==> src/rtl/shamh_pkg.sv <==
package shamh_pkg;

    localparam int LEN_BITS = 61;

    localparam logic [31:0] HASH_IV [8] = '{
        32'h6a09e667, 32'hbb67ae85, 32'h3c6ef372, 32'ha54ff53a,
        32'h510e527f, 32'h9b05688c, 32'h1f83d9ab, 32'h5be0cd19
    };

    localparam logic [31:0] ROUND_K [64] = '{
        32'h428a2f98, 32'h71374491, 32'hb5c0fbcf, 32'he9b5dba5,
        32'h3956c25b, 32'h59f111f1, 32'h923f82a4, 32'hab1c5ed5,
        32'hd807aa98, 32'h12835b01, 32'h243185be, 32'h550c7dc3,
        32'h72be5d74, 32'h80deb1fe, 32'h9bdc06a7, 32'hc19bf174,
        32'he49b69c1, 32'hefbe4786, 32'h0fc19dc6, 32'h240ca1cc,
        32'h2de92c6f, 32'h4a7484aa, 32'h5cb0a9dc, 32'h76f988da,
        32'h983e5152, 32'ha831c66d, 32'hb00327c8, 32'hbf597fc7,
        32'hc6e00bf3, 32'hd5a79147, 32'h06ca6351, 32'h14292967,
        32'h27b70a85, 32'h2e1b2138, 32'h4d2c6dfc, 32'h53380d13,
        32'h650a7354, 32'h766a0abb, 32'h81c2c92e, 32'h92722c85,
        32'ha2bfe8a1, 32'ha81a664b, 32'hc24b8b70, 32'hc76c51a3,
        32'hd192e819, 32'hd6990624, 32'hf40e3585, 32'h106aa070,
        32'h19a4c116, 32'h1e376c08, 32'h2748774c, 32'h34b0bcb5,
        32'h391c0cb3, 32'h4ed8aa4a, 32'h5b9cca4f, 32'h682e6ff3,
        32'h748f82ee, 32'h78a5636f, 32'h84c87814, 32'h8cc70208,
        32'h90befffa, 32'ha4506ceb, 32'hbef9a3f7, 32'hc67178f2
    };

    localparam logic [7:0] PAD_MARK = 8'h80;

    // schedule shift-in source
    localparam logic [2:0] SH_NONE = 3'd0;
    localparam logic [2:0] SH_DATA = 3'd1;
    localparam logic [2:0] SH_MARK = 3'd2;
    localparam logic [2:0] SH_ZERO = 3'd3;
    localparam logic [2:0] SH_LHI  = 3'd4;
    localparam logic [2:0] SH_LLO  = 3'd5;

    // result register load
    localparam logic [1:0] OUT_NONE   = 2'd0;
    localparam logic [1:0] OUT_DIGEST = 2'd1;
    localparam logic [1:0] OUT_ERROR  = 2'd2;

    typedef struct packed {
        logic [2:0] shift_sel;
        logic       count_add;
        logic       set_flag;
        logic       comp_init;
        logic       comp_round;
        logic       comp_fold;
        logic [1:0] out_sel;
        logic       clear;
    } shamh_cmd_t;

    typedef struct packed {
        logic in_last;
        logic in_full;
        logic in_ovf;
        logic flag;
        logic fill_14;
        logic fill_15;
        logic round_last;
        logic word_last;
        logic out_free;
    } shamh_stat_t;

endpackage

==> src/rtl/shamh_ctrl.sv <==
module shamh_ctrl
    import shamh_pkg::*;
(
    input  logic        aclk,
    input  logic        aresetn,
    input  logic        s_axis_tvalid,
    output logic        s_axis_tready,
    input  shamh_stat_t stat,
    output shamh_cmd_t  cmd
);

    localparam logic [2:0] ST_IDLE = 3'd0;
    localparam logic [2:0] ST_MARK = 3'd1;
    localparam logic [2:0] ST_PAD  = 3'd2;
    localparam logic [2:0] ST_LLO  = 3'd3;
    localparam logic [2:0] ST_COMP = 3'd4;
    localparam logic [2:0] ST_FOLD = 3'd5;
    localparam logic [2:0] ST_OUT  = 3'd6;
    localparam logic [2:0] ST_ERR  = 3'd7;

    logic [2:0] state_reg, state_next;
    logic [2:0] ret_reg, ret_next;

    always_ff @(posedge aclk) begin
        if (!aresetn) begin
            state_reg <= ST_IDLE;
            ret_reg   <= ST_IDLE;
        end else begin
            state_reg <= state_next;
            ret_reg   <= ret_next;
        end
    end

    assign s_axis_tready = (state_reg == ST_IDLE);

    always_comb begin
        state_next = state_reg;
        ret_next   = ret_reg;
        cmd        = '0;
        case (state_reg)
            ST_IDLE: begin
                if (s_axis_tvalid) begin
                    if (stat.flag) begin
                        if (stat.in_last) state_next = ST_ERR;
                    end else if (stat.in_ovf) begin
                        cmd.set_flag = 1'b1;
                        if (stat.in_last) state_next = ST_ERR;
                    end else begin
                        cmd.count_add = 1'b1;
                        if (stat.in_full) cmd.shift_sel = SH_DATA;
                        if (stat.in_full && stat.fill_15) begin
                            cmd.comp_init = 1'b1;
                            ret_next      = stat.in_last ? ST_MARK : ST_IDLE;
                            state_next    = ST_COMP;
                        end else if (stat.in_last) begin
                            state_next = ST_MARK;
                        end
                    end
                end
            end
            ST_MARK: begin
                cmd.shift_sel = SH_MARK;
                if (stat.fill_15) begin
                    cmd.comp_init = 1'b1;
                    ret_next      = ST_PAD;
                    state_next    = ST_COMP;
                end else begin
                    state_next = ST_PAD;
                end
            end
            ST_PAD: begin
                if (stat.fill_14) begin
                    cmd.shift_sel = SH_LHI;
                    state_next    = ST_LLO;
                end else begin
                    cmd.shift_sel = SH_ZERO;
                    if (stat.fill_15) begin
                        cmd.comp_init = 1'b1;
                        ret_next      = ST_PAD;
                        state_next    = ST_COMP;
                    end
                end
            end
            ST_LLO: begin
                cmd.shift_sel = SH_LLO;
                cmd.comp_init = 1'b1;
                ret_next      = ST_OUT;
                state_next    = ST_COMP;
            end
            ST_COMP: begin
                cmd.comp_round = 1'b1;
                if (stat.round_last) state_next = ST_FOLD;
            end
            ST_FOLD: begin
                cmd.comp_fold = 1'b1;
                state_next    = ret_reg;
            end
            ST_OUT: begin
                if (stat.out_free) begin
                    cmd.out_sel = OUT_DIGEST;
                    if (stat.word_last) begin
                        cmd.clear  = 1'b1;
                        state_next = ST_IDLE;
                    end
                end
            end
            ST_ERR: begin
                if (stat.out_free) begin
                    cmd.out_sel = OUT_ERROR;
                    cmd.clear   = 1'b1;
                    state_next  = ST_IDLE;
                end
            end
            default: begin
                state_next = ST_IDLE;
            end
        endcase
    end

endmodule

==> src/rtl/shamh_dp.sv <==
module shamh_dp
    import shamh_pkg::*;
(
    input  logic        aclk,
    input  logic        aresetn,
    input  shamh_cmd_t  cmd,
    output shamh_stat_t stat,
    input  logic [31:0] s_axis_tdata,
    input  logic [2:0]  s_axis_tuser,
    input  logic        s_axis_tlast,
    output logic        m_axis_tvalid,
    input  logic        m_axis_tready,
    output logic [31:0] m_axis_tdata,
    output logic [3:0]  m_axis_tuser,
    output logic        m_axis_tlast
);

    function automatic logic [31:0] ror(input logic [31:0] v, input int n);
        ror = (v >> n) | (v << (32 - n));
    endfunction

    logic [31:0]         h_reg [8];
    logic [31:0]         v_reg [8];
    logic [31:0]         w_reg [16];
    logic [3:0]          fill_reg;
    logic [LEN_BITS-1:0] count_reg;
    logic                flag_reg;
    logic [5:0]          rnd_reg;
    logic [2:0]          widx_reg;
    logic [31:0]         ldata_reg;
    logic [2:0]          ln_reg;

    logic                m_valid_reg;
    logic [31:0]         m_data_reg;
    logic [2:0]          m_num_reg;
    logic                m_last_reg;
    logic                m_long_reg;

    logic [2:0]          item_n;
    logic [LEN_BITS:0]   count_sum;
    logic [63:0]         bit_len;
    logic [31:0]         marker;
    logic [31:0]         shift_word;
    logic [31:0]         sched_word;
    logic [31:0]         w_in;
    logic                w_push;
    logic [31:0]         t1, t2;
    logic [31:0]         s0, s1;

    always_comb begin
        if (!s_axis_tlast) item_n = 3'd4;
        else if (s_axis_tuser > 3'd4) item_n = 3'd4;
        else item_n = s_axis_tuser;
        count_sum = {1'b0, count_reg} + (LEN_BITS + 1)'(item_n);
        bit_len   = 64'(count_reg) << 3;

        case (ln_reg)
            3'd1: marker = {ldata_reg[31:24], PAD_MARK, 16'h0000};
            3'd2: marker = {ldata_reg[31:16], PAD_MARK, 8'h00};
            3'd3: marker = {ldata_reg[31:8], PAD_MARK};
            default: marker = {PAD_MARK, 24'h000000};
        endcase

        case (cmd.shift_sel)
            SH_DATA: shift_word = s_axis_tdata;
            SH_MARK: shift_word = marker;
            SH_LHI:  shift_word = bit_len[63:32];
            SH_LLO:  shift_word = bit_len[31:0];
            default: shift_word = 32'h0;
        endcase

        s0 = ror(w_reg[1], 7) ^ ror(w_reg[1], 18) ^ (w_reg[1] >> 3);
        s1 = ror(w_reg[14], 17) ^ ror(w_reg[14], 19) ^ (w_reg[14] >> 10);
        sched_word = w_reg[0] + s0 + w_reg[9] + s1;
        w_push = cmd.comp_round || (cmd.shift_sel != SH_NONE);
        w_in   = cmd.comp_round ? sched_word : shift_word;

        t1 = v_reg[7] + (ror(v_reg[4], 6) ^ ror(v_reg[4], 11) ^ ror(v_reg[4], 25))
             + ((v_reg[4] & v_reg[5]) ^ (~v_reg[4] & v_reg[6]))
             + ROUND_K[rnd_reg] + w_reg[0];
        t2 = (ror(v_reg[0], 2) ^ ror(v_reg[0], 13) ^ ror(v_reg[0], 22))
             + ((v_reg[0] & v_reg[1]) ^ (v_reg[0] & v_reg[2]) ^ (v_reg[1] & v_reg[2]));
    end

    assign stat.in_last    = s_axis_tlast;
    assign stat.in_full    = (item_n == 3'd4);
    assign stat.in_ovf     = count_sum[LEN_BITS];
    assign stat.flag       = flag_reg;
    assign stat.fill_14    = (fill_reg == 4'd14);
    assign stat.fill_15    = (fill_reg == 4'd15);
    assign stat.round_last = (rnd_reg == 6'd63);
    assign stat.word_last  = (widx_reg == 3'd7);
    assign stat.out_free   = !m_valid_reg || m_axis_tready;

    // message schedule / block buffer and working variables
    always_ff @(posedge aclk) begin
        if (w_push) begin
            for (int i = 0; i < 15; i++) w_reg[i] <= w_reg[i + 1];
            w_reg[15] <= w_in;
        end
        if (cmd.comp_init) begin
            for (int i = 0; i < 8; i++) v_reg[i] <= h_reg[i];
        end else if (cmd.comp_round) begin
            for (int i = 1; i < 8; i++) v_reg[i] <= v_reg[i - 1];
            v_reg[4] <= v_reg[3] + t1;
            v_reg[0] <= t1 + t2;
        end
        if (cmd.count_add) begin
            ldata_reg <= s_axis_tdata;
            ln_reg    <= item_n;
        end
    end

    always_ff @(posedge aclk) begin
        if (!aresetn) begin
            for (int i = 0; i < 8; i++) h_reg[i] <= HASH_IV[i];
            fill_reg  <= '0;
            count_reg <= '0;
            flag_reg  <= 1'b0;
            rnd_reg   <= '0;
            widx_reg  <= '0;
        end else begin
            if (cmd.clear) begin
                for (int i = 0; i < 8; i++) h_reg[i] <= HASH_IV[i];
                fill_reg  <= '0;
                count_reg <= '0;
                flag_reg  <= 1'b0;
                widx_reg  <= '0;
            end else begin
                if (cmd.comp_fold) begin
                    for (int i = 0; i < 8; i++) h_reg[i] <= h_reg[i] + v_reg[i];
                end
                if (cmd.shift_sel != SH_NONE) fill_reg <= fill_reg + 4'd1;
                if (cmd.count_add) count_reg <= count_sum[LEN_BITS-1:0];
                if (cmd.set_flag) flag_reg <= 1'b1;
                if (cmd.out_sel == OUT_DIGEST) widx_reg <= widx_reg + 3'd1;
            end
            if (cmd.comp_init) rnd_reg <= '0;
            else if (cmd.comp_round) rnd_reg <= rnd_reg + 6'd1;
        end
    end

    // result register
    always_ff @(posedge aclk) begin
        if (!aresetn) begin
            m_valid_reg <= 1'b0;
        end else if (cmd.out_sel != OUT_NONE) begin
            m_valid_reg <= 1'b1;
        end else if (m_axis_tready) begin
            m_valid_reg <= 1'b0;
        end
    end

    always_ff @(posedge aclk) begin
        case (cmd.out_sel)
            OUT_DIGEST: begin
                m_data_reg <= h_reg[widx_reg];
                m_num_reg  <= widx_reg;
                m_last_reg <= (widx_reg == 3'd7);
                m_long_reg <= 1'b0;
            end
            OUT_ERROR: begin
                m_data_reg <= 32'h0;
                m_num_reg  <= 3'd0;
                m_last_reg <= 1'b1;
                m_long_reg <= 1'b1;
            end
            default: begin
            end
        endcase
    end

    assign m_axis_tvalid = m_valid_reg;
    assign m_axis_tdata  = m_data_reg;
    assign m_axis_tuser  = {m_long_reg, m_num_reg};
    assign m_axis_tlast  = m_last_reg;

endmodule

==> src/rtl/sha256_message_hasher_top.sv <==
// SHA-256 over a stream of big-endian 32-bit words. A word that completes
// a 64-byte block starts a compression of 64 rounds, one per cycle in the
// round unit, after which the working variables are folded into the hash;
// no new word is taken until that is done. The last word starts padding,
// shifted into the schedule buffer one word per cycle while no compression
// runs (with one or two more compressions), after which eight digest words
// leave at one per cycle while the output is not stalled.
// A message beyond 2^61-1 bytes yields a single result with too_long set.
// Input is taken while the last results still wait in the output register.
module sha256_message_hasher_top
    import shamh_pkg::*;
(
    input  logic        aclk,
    input  logic        aresetn,
    input  logic        s_axis_tvalid,
    output logic        s_axis_tready,
    input  logic [31:0] s_axis_tdata,   // data_word
    input  logic [2:0]  s_axis_tuser,   // valid_bytes
    input  logic        s_axis_tlast,
    output logic        m_axis_tvalid,
    input  logic        m_axis_tready,
    output logic [31:0] m_axis_tdata,   // digest_word
    output logic [3:0]  m_axis_tuser,   // word_number[2:0], too_long[3]
    output logic        m_axis_tlast
);

    shamh_cmd_t  cmd;
    shamh_stat_t stat;

    shamh_ctrl u_ctrl (
        .aclk          (aclk),
        .aresetn       (aresetn),
        .s_axis_tvalid (s_axis_tvalid),
        .s_axis_tready (s_axis_tready),
        .stat          (stat),
        .cmd           (cmd)
    );

    shamh_dp u_dp (
        .aclk          (aclk),
        .aresetn       (aresetn),
        .cmd           (cmd),
        .stat          (stat),
        .s_axis_tdata  (s_axis_tdata),
        .s_axis_tuser  (s_axis_tuser),
        .s_axis_tlast  (s_axis_tlast),
        .m_axis_tvalid (m_axis_tvalid),
        .m_axis_tready (m_axis_tready),
        .m_axis_tdata  (m_axis_tdata),
        .m_axis_tuser  (m_axis_tuser),
        .m_axis_tlast  (m_axis_tlast)
    );

endmodule
==> config.mk <==
export PLATFORM = sky130hd
export DESIGN_NAME = sha256_message_hasher_top
export DESIGN_NICKNAME = d
export VERILOG_FILES = /design/src/rtl/shamh_pkg.sv /design/src/rtl/shamh_ctrl.sv /design/src/rtl/shamh_dp.sv /design/src/rtl/sha256_message_hasher_top.sv
export SDC_FILE = /design/constraint.sdc
export NUM_CORES = 2
export LEC_CHECK = 0
export BUFFER_PORTS_ARGS = -buffer_cell sky130_fd_sc_hd__buf_2
export CAP_MARGIN = 20
export CORE_ASPECT_RATIO = 1.5
export CORE_MARGIN = 2
export CORE_UTILIZATION = 41
export DETAILED_ROUTE_END_ITERATION = 8
export PLACE_DENSITY_LB_ADDON = 0.1
export SLEW_MARGIN = 25
export SYNTH_ARGS = -nofsm -noshare
export SYNTH_HDL_FRONTEND = slang
export SYNTH_HIERARCHICAL = 1
export SYNTH_SLANG_ARGS = --single-unit
==> constraint.sdc <==
create_clock -name aclk -period 16.65 [get_ports aclk]
set_input_delay 1.665 -clock aclk [delete_from_list [all_inputs] [get_ports aclk]]
set_output_delay 1.665 -clock aclk [all_outputs]
set_load 0.01 [all_outputs]
# ---- Word-level counts from Yosys, hierarchy flattened
# Memories as Yosys holds them, arrays and structs flattened. A register that Yosys moved wholly into a read port is not among the register bits.
# Cells that the tools add are included.
# W data, S select, Z words.
dict set report totals {
  mem_count 4
  romBits 2048
  inputBits 40
  ramBits 1024
  output_inout_bits 39
  wordCells 238
  register_bits 154
}
# name depth width read_ports rd_clocked_by_memory_dff write_ports line_no
set memory_table {}
lappend memory_table {{(name not given)} 64 32 1 0 0 shamh_dp.sv:80} ;# + ROUND_K[rnd_reg] + w_reg[0];
lappend memory_table {u_dp.w_reg 16 32 16 0 16 shamh_dp.sv:24} ;# logic [31:0] w_reg [16];
lappend memory_table {u_dp.h_reg 8 32 9 1 8 shamh_dp.sv:22} ;# logic [31:0] h_reg [8];
lappend memory_table {u_dp.v_reg 8 32 8 0 8 shamh_dp.sv:23} ;# logic [31:0] v_reg [8];
dict set report classes {
  add_sub_neg 22
  n_eq_ne 32
  bitwise_logic 54
  n_lt_le_gt_ge 2
  n_reduce_logical 14
  n_mux 96
}
# op n
set op_table {}
lappend op_table {{$mux W32} 28}
lappend op_table {{$add A32 B32 Y32} 18}
lappend op_table {{$xor A32 B32 Y32} 9}
lappend op_table {{$and A32 B32 Y32} 5}
lappend op_table {{$pmux W32 S4} 1}
lappend op_table {{$pmux W32 S3} 1}
lappend op_table {{$mux W3} 25}
lappend op_table {{$pmux W32 S2} 1}
lappend op_table {{$add A61 B3 Y62} 1}
lappend op_table {{$not A32 Y32} 1}
lappend op_table {{$or A10 B32 Y32} 1}
lappend op_table {{$or A13 B32 Y32} 1}
lappend op_table {{$or A14 B32 Y32} 1}
lappend op_table {{$or A15 B32 Y32} 1}
lappend op_table {{$or A19 B32 Y32} 1}
lappend op_table {{$or A21 B32 Y32} 1}
lappend op_table {{$or A25 B32 Y32} 1}
lappend op_table {{$or A26 B32 Y32} 1}
lappend op_table {{$or A30 B32 Y32} 1}
lappend op_table {{$or A7 B32 Y32} 1}
lappend op_table {{$xor A32 B22 Y32} 1}
lappend op_table {{$xor A32 B29 Y32} 1}
lappend op_table {{$mux W1} 27}
lappend op_table {{$or A1 B1 Y1} 25}
lappend op_table {{36 further kinds} 66}

# ---- Logic depth before layout (Yosys ltp)
dict set report logic_depth {
  depth_word 14
  mapped_depth 42
  mapped_depth_nobuf 41
}

# ---- Cells and area by module
# Netlist, hierarchy kept.
# mod area_per_inst_um2 seq_area_each_um2 n_inst cells_per_inst
set modules_own_cells {}
lappend modules_own_cells {shamh_dp 71029.4 33932.5 1 6432}
lappend modules_own_cells {shamh_ctrl 644.4 120.1 1 84}

# ---- Least setup slack after synthesis
# Ideal clock, no wire load.
dict set report synth_timing {
  path_type {input to register}
  start {input s_axis_tlast}
  end {memory u_dp.w_reg[0][0], enable pin}
  setup_time_ps 972
  required_ps 15678
  cell_stages 17
  slack_ps -688
  arrival_ps 16366
  path_buffers 3
  path_cell_list {nor2b_1 -> nand2_1 -> inv_1 -> ha_1 -> a21o_1 -> a21oi_1 -> nor3_1 -> nand4_1 -> nor2_1 -> buf_4 -> nor2_1 -> and4_4 -> or2_1 -> clkbuf_1 -> or3_1 -> clkbuf_1 -> nand2b_1}
}
# element line_no
set synth_lines {}
lappend synth_lines {{start, declared} sha256_message_hasher_top.sv:19} ;# input logic s_axis_tlast,
lappend synth_lines {{end, declared} shamh_dp.sv:24}

==> flow_metrics.tcl <==
set metrics [dict create \
    whs_ns 0.407 \
    syn_avg_cell_area_um2 11.0 \
    syn-num-nets 7155 \
    gp_congestion 0.949 \
    outcome "finished clean" \
    fin_crit_sh 0.618 \
    yosys_warnings 6 \
    overflow 0 \
    grt_max_degree 185 \
    async_reset_ff_frac 0 \
    io_pins 79 \
    dr.pass1.iters 6 \
    fillCellCount 16100 \
    synthDistinctLibCells 116 \
    synth_flop_cell "edfxtp_1" \
    post_drt_wl_per_cell_um 26.9 \
    relSlewSlack 0.239 \
    place_area_um2 74600 \
    drc 0 \
    post_cts_buffers 0 \
    final.setup.tns_ns 0 \
    drive_above_1_share 0.0945 \
    max_stage_delay_ns 0.67 \
    final_common_cell "edfxtp_1" \
    cts.sinks 1173 \
    worst_pin_slew_ns 1.14 \
    viasPerCell 5.68 \
    initialDrtViolationCount 3907 \
    die_w_um 345 \
    syn_inst 6516 \
    cts_tree "yes" \
    seqCellArea_um2 34100 \
    grt_pass1_vias 51000 \
    rsz0062_at_grt "false" \
    grt_pass1_wl_um 345000 \
    hold_viol 0 \
    clkTransAtPathRegs_ns 0.07 \
    holdBufCountCts 0 \
    numCtsBuffers 121 \
    ant_nets 0 \
    finalMaxSlewViolations 0 \
    cp_slowest_cell "nor3_1" \
    clock_skew_ns 0.0512 \
    cp.arrival_ns 10.93 \
    grt_antenna_before_repair 1 \
    largest_reg_flops 512 \
    nets 7158 \
    syn_area_um2 71700 \
    layout_common_cells "1056 x edfxtp_1, 837 x nand2_1, 413 x nor2_1" \
    grt.total_usage 0.264 \
    core_area_um2 173000 \
    period_needed_ns 10.30 \
    crit_required_ns 17.29 \
    cts_root_buf "clkbuf_16" \
    multi_input_area_um2 35300 \
    rows 187 \
    setup_violations 0 \
    area_growth_pct 9.61 \
    max_freq_ghz 0.0971 \
    synth_seq_cells 1173 \
    cts_htree_levels 3 \
    ys_seq_area_frac 0.475 \
    cap_violations 0 \
    initial_core_util 0.413 \
    setup.worst_path.class "reg2reg" \
    path_max_fanout 22 \
    fin_util 0.453 \
    hold_class "reg2reg" \
    clk_latency_ns 0.80 \
    wl_um 239000 \
    die_y_um 516 \
    start_kind "register" \
    port_buffers 78 \
    dp_hpwl_um 184000 \
    finish.instance_area_um2 78600 \
    endpoint_kind "register" \
    cts_resized 0 \
    synth_edf_count 1056 \
    cpMostUsedCell "a21oi_1" \
    die_area_um2 178000 \
    routed-via-count 50500 \
    cts_buffer_depth 3 \
]
-- through the flow --
step / std cells / setup WS, ns
floorplan: 6516 / 5.46
global placement: 8663 / 6.55
detailed placement: 8663 / 6.45
CTS: 8890 / 6.46
global route: 8892 / 5.90
finish: 8892 / 6.35
-- Yosys cell counts (65+ instances only) --
library cell  number  area share
nor2b_1           67      0.0058
nand2b_1          81      0.0071
clkbuf_1         239       0.013
nor2_1           418       0.022
nand3_1           82      0.0057
nand2_1          837       0.044
inv_1            350       0.018
mux2i_1           65      0.0091
xor2_1           226       0.028
ha_1             403       0.070
o21a_1            76      0.0080
fa_1             196       0.055
nor3_1            91      0.0064
mux4_2            72       0.023
mux2_2           111       0.017
o21ai_0          410       0.029
xnor2_1          387       0.047
dfxtp_1          117       0.033
a21oi_1          347       0.024
edfxtp_1        1056        0.44
a21o_1           178       0.019
-- metal layers --
metal	track usage	routed length [um]	vias up
met5	0	0	-
met4	0.153	15000	0
met3	0.0214	7310	462
met2	0.505	129000	1293
met1	0.284	87500	25300
li1	-	-	23400
-- cell type report --
| cell class | count | area share |
|---|---|---|
| Multi-Input combinational cell | 4710 | 0.449 |
| Sequential cell | 1173 | 0.434 |
| Clock buffer | 146 | 0.0405 |
| Tap cell | 2268 | 0.0361 |
| Inverter | 352 | 0.0169 |
| Timing Repair Buffer | 161 | 0.0139 |
| Clock inverter | 81 | 0.00956 |
| Antenna cell | 1 | 0.0000319 |
-- worst max-delay path, delay by kind of cell (launching register included) --
| family | cells | cell delay (ns) |
|---|---|---|
| AOI/OAI and AO/OA | 15 | 3.07 |
| DFF | 1 | 0.31 |
| xor gates and xnor gates | 2 | 0.44 |
| and+or+nand+nor | 8 | 2.26 |
| adders and majority gates | 7 | 3.06 |
| buffers and inverters | 6 | 1.00 |
-- cells by family (layout without fill, tap and decap cells) --
| family | count (synthesis) | count (layout) | share of synthesized area |
|---|---|---|---|
| AOI/OAI and AO/OA | 1434 | 1434 | 0.128 |
| adders and majority gates | 602 | 602 | 0.126 |
| muxes | 249 | 249 | 0.0493 |
| xor gates and xnor gates | 614 | 614 | 0.0752 |
| buffers and inverters | 633 | 740 | 0.0337 |
| and+or+nand+nor | 1811 | 1811 | 0.113 |
| DFF | 1173 | 1173 | 0.475 |
| other | 0 | 1 | 0 |
-- final timing paths --
kind	from	end	slack, ns	depth (start not counted)
worst max-delay path	u_dp/rnd_reg[1]	u_dp/v_reg[0][31]	6.35	38
worst min register to register	u_dp/w_reg[0][158]	u_dp/w_reg[0][126]	0.41	0
worst min-delay path	u_dp/w_reg[0][158]	u_dp/w_reg[0][126]	0.41	0
worst max register to register	u_dp/rnd_reg[1]	u_dp/v_reg[0][31]	6.35	38
Power is left out: the tool's default activity adds up to more than one toggle a clock period on the data nets, which glitch-free logic cannot reach.
